--- src/sufc_pkg.sv ---
// ----------------------------------------------------------------------------
// sufc_pkg: shared definitions for the stereo upmix FIR clip core
// Sizes, register indexes, microcode step codes, control and status structs,
// and the center channel coefficient table.
// ----------------------------------------------------------------------------
package sufc_pkg;

    // Core sizes
    localparam int TAP_COUNT    = 128;
    localparam int SAMPLE_WIDTH = 24;
    localparam int COEF_WIDTH   = 18;

    // Gain and surround scaling
    localparam int GAIN_W      = 20;
    localparam int GAIN_SHIFT  = 16;
    localparam int SURR_COEF   = 92572;
    localparam int SURR_W      = 18;
    localparam int SURR_SHIFT  = 16;
    localparam int CLIP_W      = SAMPLE_WIDTH - 1;

    // Derived datapath widths
    localparam int TAP_IDX_W = $clog2(TAP_COUNT);
    localparam int HIST_W    = SAMPLE_WIDTH + 1;
    localparam int MULB_A    = (GAIN_W + 1 > SURR_W) ? GAIN_W + 1 : SURR_W;
    localparam int MULB_W    = (MULB_A > COEF_WIDTH) ? MULB_A : COEF_WIDTH;
    localparam int P_W       = HIST_W + MULB_W;
    localparam int ACC_W     = HIST_W + COEF_WIDTH + TAP_IDX_W + 1;
    localparam int SAT_W     = ((ACC_W > P_W) ? ACC_W : P_W) + 2;

    // Stream payload widths, padded to whole bytes
    localparam int IN_W  = ((2 * SAMPLE_WIDTH + 7) / 8) * 8;
    localparam int OUT_W = ((6 * SAMPLE_WIDTH + 7) / 8) * 8;

    // Configuration port
    localparam int CFG_IDX_W  = 2;
    localparam int CFG_DATA_W = (GAIN_W > CLIP_W) ? GAIN_W : CLIP_W;
    localparam logic [CFG_IDX_W-1:0] REG_ENABLE = CFG_IDX_W'(0);
    localparam logic [CFG_IDX_W-1:0] REG_GAIN   = CFG_IDX_W'(1);
    localparam logic [CFG_IDX_W-1:0] REG_CLIP   = CFG_IDX_W'(2);
    localparam logic [GAIN_W-1:0]    GAIN_RESET = GAIN_W'(65536);
    localparam logic [CLIP_W-1:0]    CLIP_RESET = CLIP_W'(4194304);

    // Microcode step addresses
    localparam int STEP_W = 4;
    localparam logic [STEP_W-1:0] STEP_IDLE    = STEP_W'(0);
    localparam logic [STEP_W-1:0] STEP_GAIN_L  = STEP_W'(1);
    localparam logic [STEP_W-1:0] STEP_GAIN_R  = STEP_W'(2);
    localparam logic [STEP_W-1:0] STEP_SURR_L  = STEP_W'(3);
    localparam logic [STEP_W-1:0] STEP_SURR_R  = STEP_W'(4);
    localparam logic [STEP_W-1:0] STEP_HIST_WR = STEP_W'(5);
    localparam logic [STEP_W-1:0] STEP_FIR     = STEP_W'(6);
    localparam logic [STEP_W-1:0] STEP_DRAIN1  = STEP_W'(7);
    localparam logic [STEP_W-1:0] STEP_DRAIN2  = STEP_W'(8);
    localparam logic [STEP_W-1:0] STEP_FINISH  = STEP_W'(9);
    localparam logic [STEP_W-1:0] STEP_PASS    = STEP_W'(10);

    // Multiplier operand select for the scalar steps
    typedef enum logic [1:0] {
        MUL_L_GAIN,
        MUL_R_GAIN,
        MUL_GL_SURR,
        MUL_GR_SURR
    } mul_sel_t;

    // Jump conditions
    typedef enum logic [2:0] {
        JC_NONE,
        JC_ALWAYS,
        JC_NO_INPUT,
        JC_DISABLED,
        JC_TAP_MORE
    } jcond_t;

    // One microcode control word
    typedef struct packed {
        logic              in_ready;
        mul_sel_t          mul_sel;
        logic              ld_gl;
        logic              ld_gr;
        logic              ld_sl;
        logic              ld_sr;
        logic              ld_sum;
        logic              ram_wr;
        logic              acc_clr;
        logic              tap_clr;
        logic              rd_issue;
        logic              hold_out;
        logic              out_full;
        logic              out_pass;
        logic              ptr_inc;
        jcond_t            jcond;
        logic [STEP_W-1:0] target;
    } ctrl_t;

    // Datapath status seen by the sequencer
    typedef struct packed {
        logic in_valid;
        logic enable;
        logic tap_last;
        logic out_busy;
    } status_t;

    // Configuration register set
    typedef struct packed {
        logic              enable;
        logic [GAIN_W-1:0] gain;
        logic [CLIP_W-1:0] clip;
    } cfg_t;

    // Center FIR coefficients, Q0.17
    localparam int ROM_TAPS  = 128;
    localparam int ROM_FRAC  = 17;
    localparam int ROM_IDX_W = $clog2(ROM_TAPS);
    localparam int COEF_LSH  = (COEF_WIDTH - 1 >= ROM_FRAC) ? COEF_WIDTH - 1 - ROM_FRAC : 0;
    localparam int COEF_RSH  = (COEF_WIDTH - 1 >= ROM_FRAC) ? 0 : ROM_FRAC - (COEF_WIDTH - 1);

    localparam int COEF_ROM [ROM_TAPS] = '{
        -231, -234, -238, -241, -245, -248, -252, -255, -258, -262,
        -265, -268, -271, -274, -277, -281, -284, -287, -290, -292,
        -295, -298, -301, -304, -306, -309, -311, -314, -316, -319,
        -321, -323, -326, -328, -330, -332, -334, -336, -338, -340,
        -341, -343, -345, -346, -348, -349, -350, -352, -353, -354,
        -355, -356, -357, -358, -358, -359, -360, -360, -360, -361,
        -361, -361, -361,
        130709,
        -361, -361, -361,
        -361, -360, -360, -360, -359, -358, -358, -357, -356, -355,
        -354, -353, -352, -350, -349, -348, -346, -345, -343, -341,
        -340, -338, -336, -334, -332, -330, -328, -326, -323, -321,
        -319, -316, -314, -311, -309, -306, -304, -301, -298, -295,
        -292, -290, -287, -284, -281, -277, -274, -271, -268, -265,
        -262, -258, -255, -252, -248, -245, -241, -238, -234, -231,
        -227
    };

    // Coefficient for tap j, rescaled to COEF_WIDTH bits; taps past the table are zero
    function automatic logic signed [COEF_WIDTH-1:0] coef_at(input logic [TAP_IDX_W-1:0] j);
        logic signed [47:0] c;
        logic signed [47:0] r;
        c = 48'(COEF_ROM[ROM_IDX_W'(j)]);
        if (int'(j) >= ROM_TAPS) begin
            r = '0;
        end
        else if (COEF_RSH == 0) begin
            r = c <<< COEF_LSH;
        end
        else begin
            r = (c + (48'sd1 <<< (COEF_RSH - 1))) >>> COEF_RSH;
        end
        return COEF_WIDTH'(r);
    endfunction

endpackage

--- src/sufc_seq.sv ---
// ----------------------------------------------------------------------------
// sufc_seq: microcode sequencer
// Step counter over a read-only control program with conditional jumps; a
// step that loads the output register holds while the output is still full.
// ----------------------------------------------------------------------------
module sufc_seq (
    input  logic             clk,
    input  logic             rst_n,
    input  sufc_pkg::status_t sts,
    output sufc_pkg::ctrl_t   ctrl
);

    import sufc_pkg::*;

    logic [STEP_W-1:0] step_reg;
    logic [STEP_W-1:0] step_next;
    ctrl_t             word;
    logic              stall;
    logic              take;

    // Control program
    function automatic ctrl_t ucode_word(input logic [STEP_W-1:0] step);
        ctrl_t w;
        w = '0;
        unique case (step)
            STEP_IDLE:
            begin
                w.in_ready = 1'b1;
                w.jcond    = JC_NO_INPUT;
                w.target   = STEP_IDLE;
            end
            STEP_GAIN_L:
            begin
                w.mul_sel = MUL_L_GAIN;
                w.jcond   = JC_DISABLED;
                w.target  = STEP_PASS;
            end
            STEP_GAIN_R:
            begin
                w.mul_sel = MUL_R_GAIN;
                w.ld_gl   = 1'b1;
            end
            STEP_SURR_L:
            begin
                w.mul_sel = MUL_GL_SURR;
                w.ld_gr   = 1'b1;
            end
            STEP_SURR_R:
            begin
                w.mul_sel = MUL_GR_SURR;
                w.ld_sl   = 1'b1;
                w.ld_sum  = 1'b1;
            end
            STEP_HIST_WR:
            begin
                w.ld_sr   = 1'b1;
                w.ram_wr  = 1'b1;
                w.acc_clr = 1'b1;
                w.tap_clr = 1'b1;
            end
            STEP_FIR:
            begin
                w.rd_issue = 1'b1;
                w.jcond    = JC_TAP_MORE;
                w.target   = STEP_FIR;
            end
            STEP_DRAIN1, STEP_DRAIN2:
            begin
                w.jcond = JC_NONE;
            end
            STEP_FINISH:
            begin
                w.hold_out = 1'b1;
                w.out_full = 1'b1;
                w.ptr_inc  = 1'b1;
                w.jcond    = JC_ALWAYS;
                w.target   = STEP_IDLE;
            end
            STEP_PASS:
            begin
                w.hold_out = 1'b1;
                w.out_pass = 1'b1;
                w.jcond    = JC_ALWAYS;
                w.target   = STEP_IDLE;
            end
            default:
            begin
                w.jcond  = JC_ALWAYS;
                w.target = STEP_IDLE;
            end
        endcase
        return w;
    endfunction

    // Fetch, stall and jump decision
    always_comb
    begin
        word  = ucode_word(step_reg);
        stall = word.hold_out && sts.out_busy;
        unique case (word.jcond)
            JC_NONE:     take = 1'b0;
            JC_ALWAYS:   take = 1'b1;
            JC_NO_INPUT: take = !sts.in_valid;
            JC_DISABLED: take = !sts.enable;
            JC_TAP_MORE: take = !sts.tap_last;
            default:     take = 1'b0;
        endcase
        if (stall)
        begin
            step_next = step_reg;
        end
        else if (take)
        begin
            step_next = word.target;
        end
        else
        begin
            step_next = step_reg + STEP_W'(1);
        end
        ctrl = stall ? ctrl_t'('0) : word;
    end

    // Step counter
    always_ff @(posedge clk or negedge rst_n)
    begin
        if (!rst_n)
        begin
            step_reg <= STEP_IDLE;
        end
        else
        begin
            step_reg <= step_next;
        end
    end

    // Input is taken only at the idle step
    a_ready_idle: assert property (@(posedge clk) disable iff (!rst_n)
        ctrl.in_ready |-> step_reg == STEP_IDLE)
        else $error("input ready outside idle step");

    // A stalled step holds its place
    a_stall_hold: assert property (@(posedge clk) disable iff (!rst_n)
        stall |=> $stable(step_reg))
        else $error("step advanced during output stall");

    // Program counter never leaves the program
    a_step_range: assert property (@(posedge clk) disable iff (!rst_n)
        step_reg <= STEP_PASS)
        else $error("step counter outside the program");

endmodule

--- config.mk ---
export PLATFORM = sky130hd
export DESIGN_NAME = sufc_seq
export DESIGN_NICKNAME = d
export VERILOG_FILES = /design/src/sufc_pkg.sv /design/src/sufc_seq.sv
export SDC_FILE = /design/constraint.sdc
export NUM_CORES = 1
export LEC_CHECK = 0
export ABC_AREA = 1
export ABC_CLOCK_PERIOD_IN_PS = 3300
export BUFFER_PORTS_ARGS = -buffer_cell sky130_fd_sc_hd__buf_2
export CAP_MARGIN = 40
export CORE_AREA = 3 3 40 42
export CTS_BUF_LIST = sky130_fd_sc_hd__clkbuf_2 sky130_fd_sc_hd__clkbuf_4 sky130_fd_sc_hd__clkbuf_8
export CTS_CLUSTER_DIAMETER = 80
export DETAILED_ROUTE_END_ITERATION = 8
export DIE_AREA = 0 0 43 45
export PLACE_DENSITY = 0.85
export REMOVE_ABC_BUFFERS = 1
export SETUP_SLACK_MARGIN = 0.05
export SLEW_MARGIN = 15
export SYNTH_ARGS = -nofsm -noshare
export SYNTH_HDL_FRONTEND = slang
export SYNTH_SLANG_ARGS = --single-unit
--- constraint.sdc ---
create_clock -name clk -period 3.3 [get_ports clk]
set_input_delay 0 -clock clk [delete_from_list [all_inputs] [get_ports clk]]
set_output_delay 0 -clock clk [all_outputs]
set_load 0.1 [all_outputs]
Yosys cells after proc, flatten, opt, wreduce, memory -nomap -nowiden
Index checks and enable logic that the tools add are counted.

$add $sub $neg: 1. Equal/unequal tests: 14. Multiplexer cells: 16. Reductions and logical operators: 7.

Operator list (count): 2-to-1 mux 23 bit (1); == test 4 x 3 -> 1 bit (second input constant) (4); == test 4 bit (second input constant) (3); one-hot mux 3 bit (4 select lines) (1); 2-to-1 mux 1 bit (9); == test 4 x 2 -> 1 bit (second input constant) (2); one-hot mux 4 bit (2 select lines) (1); == test 3 x 2 -> 1 bit (second input constant) (2); one-hot mux 2 bit (3 select lines) (1); OR reduction 6 bit (1); adder 4 x 1 -> 4 bit (second input constant) (1); == test 4 x 1 -> 1 bit (second input constant) (1); zero test 4 bit (1); 2-to-1 mux 4 bit (1); one-hot mux 1 bit (4 select lines) (1); == test 3 x 1 -> 1 bit (second input constant) (1); == test 3 bit (second input constant) (1); zero test 1 bit (3); 2-to-1 mux 3 bit (1); OR reduction 2 bit (1); logical AND 1 bit (1).

Flip-flop bits (word level): 4. Output and inout bits: 23. Word-level logic and storage cells: 39.

Depth between registers and ports, before layout
Gate-level depths: netlist of run 1.

Depth in word-level cells: 6. Depth in mapped cells: 12. Depth with buffers taken out: 12.

Worst setup path after synthesis of run 1
Ideal clock, no wire load.

Kind: reg-to-output. Start point: register step_reg[1]. End point: output port ctrl[9] (netlist bit). Arrival: 3.455 ns. Required time: 3.300 ns. Setup slack: -0.155 ns. Cell stages (with the launch flop): 6. Path buffers: 1. Cells stage by stage: dfrtp_1 -> inv_1 -> ha_1 -> inv_1 -> nor3_1 -> buf_4.

RTL lines: start: declaration (RTL line sufc_seq.sv:15) `logic [STEP_W-1:0] step_reg;`; start signal: assignment (RTL line sufc_seq.sv:132) `step_reg <= step_next;`; end: declaration (RTL line sufc_seq.sv:10) `output sufc_pkg::ctrl_t ctrl`.

==> flow_metrics.env, run 1 <==
export IMPL_outcome="finished clean"
export IMPL_met1_usage=0.182
export IMPL_grt_pass1_wl_um=2190
export IMPL_drc=0
export IMPL_netlist_area_um2=589
export IMPL_utilization=0.554
export IMPL_met2_usage=0.260
export IMPL_finalSetupTns_ns=0
export IMPL_clk_latency_ns=0.23
export IMPL_path_delay_family="buffers and inverters"
export IMPL_cts_clk_slew_worst_paths_ns=0.04
export IMPL_grt_util_met3=0.0359
export IMPL_post_route_min_period_ns=2.09
export IMPL_whs_path_depth=4
export IMPL_synthDistinctLibCells=21
export IMPL_grt_ovfl_total=0
export IMPL_largest_reg_flops=4
export IMPL_hold_slack_ns=0.0904
export IMPL_cp_data_required_time_ns=3.30
export IMPL_nNetsFinal=125
export IMPL_dpl_hpwl_um=1110
export IMPL_postCtsSetupBuffers=0
export IMPL_ys_warn_count=0
export IMPL_cp_num_cells=10
export IMPL_n_antenna_cell=0
export IMPL_finalSetupViolCount=0
export IMPL_critical_path_max_stage_delay_ns=0.44
export IMPL_startpoint="step_reg[0]"
export IMPL_antenna_found_initial=0
export IMPL_crit_top_cell="nand2_1"
export IMPL_critPathBufInv=3
export IMPL_dieArea_um2=1940
export IMPL_path_class="reg -> out"
export IMPL_finalHoldViolCount=0
export IMPL_vias=605
export IMPL_core_area_um2=1280
export IMPL_syn_inst=90
export IMPL_grt_max_degree=9
export IMPL_synth_area_leaders="dfrtp_1 (17%), inv_1 (11%), nand2_1 (10%)"
export IMPL_layout_drive_gt1_share=0.442
export IMPL_cts_buffers=3
export IMPL_avgSynthCellArea_um2=6.55
export IMPL_antenna_left=0
export IMPL_critPathArrivalTime_ns=2.09
export IMPL_rsz0062_at_grt="no"
export IMPL_cp_start_kind="flop"
export IMPL_ys_seq_area_frac=0.170
export IMPL_ys_flop_type="dfrtp_1"
export IMPL_post_cts_resized=0
export IMPL_worst_r2r_cell_count=12
export IMPL_end_kind="primary output"
export IMPL_min_delay_start="sts[2]"
export IMPL_gp_congestion=0.815
export IMPL_synthArstFlopShare=1.00
export IMPL_initial_core_util=0.459
export IMPL_crit_fanout=6
export IMPL_grt_pass1_vias=534
export IMPL_synth_edf_count=0
export IMPL_yosys_area_top_type_share=0.170
export IMPL_cap_viol_max_count=0
export IMPL_post_route_period_util=0.633
export IMPL_port_buffer_count=27
export IMPL_viasPerCell=4.73
export IMPL_crit_slowest_cell="buf_2"
export IMPL_hold_class="in -> reg"
export IMPL_die_w_um=43
export IMPL_cts_max_path_buffers=2
export IMPL_cts_sinks=4
export IMPL_ctsHoldBuffers=1
export IMPL_yosysMostFrequentCell="inv_1"
export IMPL_cts_tree="done"
export IMPL_track_usage=0.148
export IMPL_drtIter0Drc=5
export IMPL_fmax_ghz=0.479
export IMPL_slew_violations=0
export IMPL_nFillCells=131
export IMPL_yosysTopAreaCell="dfrtp_1"
export IMPL_wl_um=1300
export IMPL_area_growth_pct=20.8
export IMPL_path_cells="inv_1 -> ha_1 -> inv_1 -> nand2_1 -> nand2_1 -> nand2_1 -> nor2_1 -> nand2_2 -> a21oi_1 -> buf_2"
export IMPL_num_rows=13
export IMPL_reg2reg_from="step_reg[0]"
export IMPL_drt_pass1_iterations=4
export IMPL_fp_dieH_um=45
export IMPL_ys_seq_elements=4
export IMPL_grt_busiest_layer="met2"
export IMPL_cts_root_buf="clkbuf_4"
export IMPL_wl_per_cell_um=10.1
export IMPL_synth_commonest_cells="inv_1 (17), nand2_1 (16), buf_4 (7), nand2_2 (7)"
export IMPL_cts_htree_levels=1
export IMPL_clock_skew_ns=0.00365
export IMPL_io_pins=29
[routing by layer]
| layer | share of wire | vias to the layer above |
|---|---|---|
| met5 | 0 | - |
| met2 | 0.47 | 29 |
| met4 | 0 | 0 |
| met1 | 0.44 | 270 |
| met3 | 0.098 | 0 |
| li1 | - | 306 |
[metrics by stage]
stage               cells  setup slack, ns  instance area, µm²
global placement      124             1.54                 679
global route          128            0.971                 712
detailed placement    124             1.46                 679
floorplan              82            -1.50                 526
finish                128             1.21                 712
CTS                   128             1.21                 712
[cell families after synthesis]
group	count (synthesis)	synth area share
xor+xnor	2	0.0297
fa+ha+maj	4	0.0849
compound gates	4	0.0467
flops	4	0.170
other cells	1	0.00636
simple gates	48	0.433
buf+inv	27	0.229
[cell type report]
| cell class | count | area, µm² | share of cell area |
|---|---|---|---|
| flip-flops and latches | 4 | 100 | 0.141 |
| clock buffers | 3 | 22.5 | 0.0316 |
| well taps | 15 | 18.8 | 0.0264 |
| multi-input cells | 59 | 354 | 0.497 |
| inverters | 19 | 71.3 | 0.100 |
| repair buffers | 28 | 145 | 0.204 |
[cell usage in the layout, fill, tap and decap left out, types with 2 or more instances in the layout]
master / instances
buf_2: 27
inv_1: 17
nand2_1: 16
nand2_2: 7
nand3_1: 6
nor2_1: 6
nor2_2: 5
ha_1: 4
dfrtp_1: 4
nor2_4: 3
clkbuf_4: 3
inv_2: 2
o21ai_2: 2
nor3_1: 2
xor2_1: 2
[tightest hold or removal path: cells and delay by family]
kind,cells,cell delay [ns]
buffers and inverters,2,0.11
AND/OR/NAND/NOR,2,0.17
[final timing paths]
check / end / slack [ns]
min in group asynchronous: step_reg[2] / 0.11
worst min-delay path: step_reg[3] / 0.09
max in group asynchronous: step_reg[0] / 3.07
worst max register to register: step_reg[1] / 1.70
worst min register to register: step_reg[0] / 0.59
worst max-delay path: ctrl[4] / 1.21
Power of run 1 is not shown: default switching activity piles up to over one toggle a cycle in this logic, so the estimate is an artifact.
==> run 2: changes to the inputs <==
--- a/config.mk
+++ b/config.mk
@@ -6,14 +6,14 @@
 export NUM_CORES = 1
 export LEC_CHECK = 0
 export ABC_AREA = 1
-export ABC_CLOCK_PERIOD_IN_PS = 3300
+export ABC_CLOCK_PERIOD_IN_PS = 1800
 export BUFFER_PORTS_ARGS = -buffer_cell sky130_fd_sc_hd__buf_2
 export CAP_MARGIN = 40
-export CORE_AREA = 3 3 40 42
+export CORE_MARGIN = 3
+export CORE_UTILIZATION = 42
 export CTS_BUF_LIST = sky130_fd_sc_hd__clkbuf_2 sky130_fd_sc_hd__clkbuf_4 sky130_fd_sc_hd__clkbuf_8
 export CTS_CLUSTER_DIAMETER = 80
 export DETAILED_ROUTE_END_ITERATION = 8
-export DIE_AREA = 0 0 43 45
 export PLACE_DENSITY = 0.85
 export REMOVE_ABC_BUFFERS = 1
 export SETUP_SLACK_MARGIN = 0.05
==> constraint.sdc (replaced) <==
create_clock -name clk -period 1.8 [get_ports clk]
set_input_delay 0 -clock clk [delete_from_list [all_inputs] [get_ports clk]]
set_output_delay 0 -clock clk [all_outputs]
set_load 0.1 [all_outputs]
==> run 2 against run 1 <==
Cell area up 19%. Core utilization up 15 points. Wire length up 22%. Clock skew fell by 0.0021 ns. Register-to-register slack lost 1.5 ns. Cell count up 4.7%. Critical path depth down 2. Non-clock buffer count is 7 higher. Critical path type unchanged. Worst setup slack worse by 1.1 ns.
==> flow_metrics.env, run 2 (same netlist as run 1, synthesis figures left out) <==
export IMPL_outcome="finished clean"
export IMPL_cp_data_required_time_ns=1.80
export IMPL_met1_usage=0.186
export IMPL_grt_ovfl_total=0
export IMPL_drtIter0Drc=10
export IMPL_grt_util_met3=0.0498
export IMPL_grt_pass1_vias=577
export IMPL_slew_violations=0
export IMPL_dieArea_um2=1890
export IMPL_clk_latency_ns=0.24
export IMPL_antenna_found_initial=0
export IMPL_cts_root_buf="clkbuf_4"
export IMPL_nFillCells=100
export IMPL_core_area_um2=1200
export IMPL_finalSetupTns_ns=0
export IMPL_drt_pass1_iterations=4
export IMPL_die_w_um=43.5
export IMPL_cts_sinks=4
export IMPL_vias=644
export IMPL_cts_buffers=3
export IMPL_finalHoldViolCount=0
export IMPL_hold_slack_ns=0.0847
export IMPL_post_place_ws_ns=0.0471
export IMPL_layout_setup_ws_ns=0.0843
export IMPL_grt_busiest_layer="met2"
export IMPL_fp_dieH_um=43.5
export IMPL_fmax_ghz=0.583
export IMPL_io_pins=29
export IMPL_initial_core_util=0.491
export IMPL_hold_class="in -> reg"
export IMPL_crit_fanout=5
export IMPL_cts_tree="done"
export IMPL_largest_reg_flops=4
export IMPL_cts_clk_slew_worst_paths_ns=0.04
export IMPL_cap_viol_max_count=0
export IMPL_critPathArrivalTime_ns=1.72
export IMPL_finalSetupViolCount=0
export IMPL_cp_start_kind="flop"
export IMPL_wl_per_cell_um=11.8
export IMPL_layout_common_cells="buf_2 (24), nand2_1 (16), inv_1 (15)"
export IMPL_nNetsFinal=132
export IMPL_rsz0062_at_grt="yes"
export IMPL_grt_max_degree=9
export IMPL_track_usage=0.173
export IMPL_n_antenna_cell=0
export IMPL_met2_usage=0.307
export IMPL_antenna_left=0
export IMPL_gp_congestion=0.809
export IMPL_viasPerCell=4.81
export IMPL_clock_skew_ns=0.00159
export IMPL_post_route_min_period_ns=1.72
export IMPL_cts_max_path_buffers=2
export IMPL_post_route_period_util=0.953
export IMPL_path_class="reg -> out"
export IMPL_area_growth_pct=43.3
export IMPL_end_kind="primary output"
export IMPL_cts_htree_levels=1
export IMPL_port_buffer_count=27
export IMPL_dpl_cell_count=124
export IMPL_dpl_hpwl_um=1130
export IMPL_wl_um=1580
export IMPL_layout_drive_gt1_share=0.550
export IMPL_num_rows=12
export IMPL_fin_cells=134
export IMPL_grt_pass1_wl_um=2420
export IMPL_final_common_cell="buf_2"
export IMPL_drc=0
[run 2: cell count changes in the layout (fill, tap and decap cells not counted), sizes merged]
| cell | previous run | this run |
|---|---|---|
| buf | 27 | 34 |
[run 2: area by class of cell]
cell class	count	area, µm²	share of cell area
Inverter	19	73.8	0.0874
Timing Repair Buffer	35	243	0.287
Tap cell	14	17.5	0.0207
Clock buffer	3	22.5	0.0267
Multi-Input combinational cell	59	385	0.456
Sequential cell	4	103	0.121
[run 2: metrics by stage]
stage / instance area (µm²) / util
after floorplan: 526 / -
final: 845 / 0.703
after CTS: 802 / 0.668
after global routing: 845 / 0.703
after detailed placement: 731 / 0.608
after global placement: 731 / 0.608
[run 2: path summary, 6_finish.rpt]
kind,start,to,slack [ns],depth (start not counted)
max,step_reg[0],ctrl[4],0.08,8
min,sts[2],step_reg[3],0.08,4
max reg2reg,step_reg[0],step_reg[2],0.19,10
min reg2reg,step_reg[0],step_reg[0],0.60,2
max in group asynchronous,rst_n,step_reg[1],1.58,2
min in group asynchronous,rst_n,step_reg[0],0.09,2
[run 2: repair_timing]
item                       CTS  global route
pin swaps                    1             2
hold endpoints to repair     4             0
gates resized for setup      5             7
hold buffers                 1             0
setup endpoints to repair    1            16
buffers inserted             3             3
[run 2: layer usage]
| metal | vias to the layer above | routed length (µm) |
|---|---|---|
| met3 | 8 | 129 |
| met5 | - | 0 |
| met2 | 30 | 807 |
| met1 | 282 | 587 |
| li1 | 324 | - |
| met4 | 0 | 56 |
[run 2: critical path, cell delays in order, from the launching register on]
cell,delay [ns]
dfrtp_2,0.41
inv_2,0.08
ha_2,0.22
nand3_2,0.10
nand2_2,0.07
nor2_2,0.13
nand2_2,0.10
a21oi_4,0.18
buf_12,0.19
Power of run 2 is left out for the same reason.
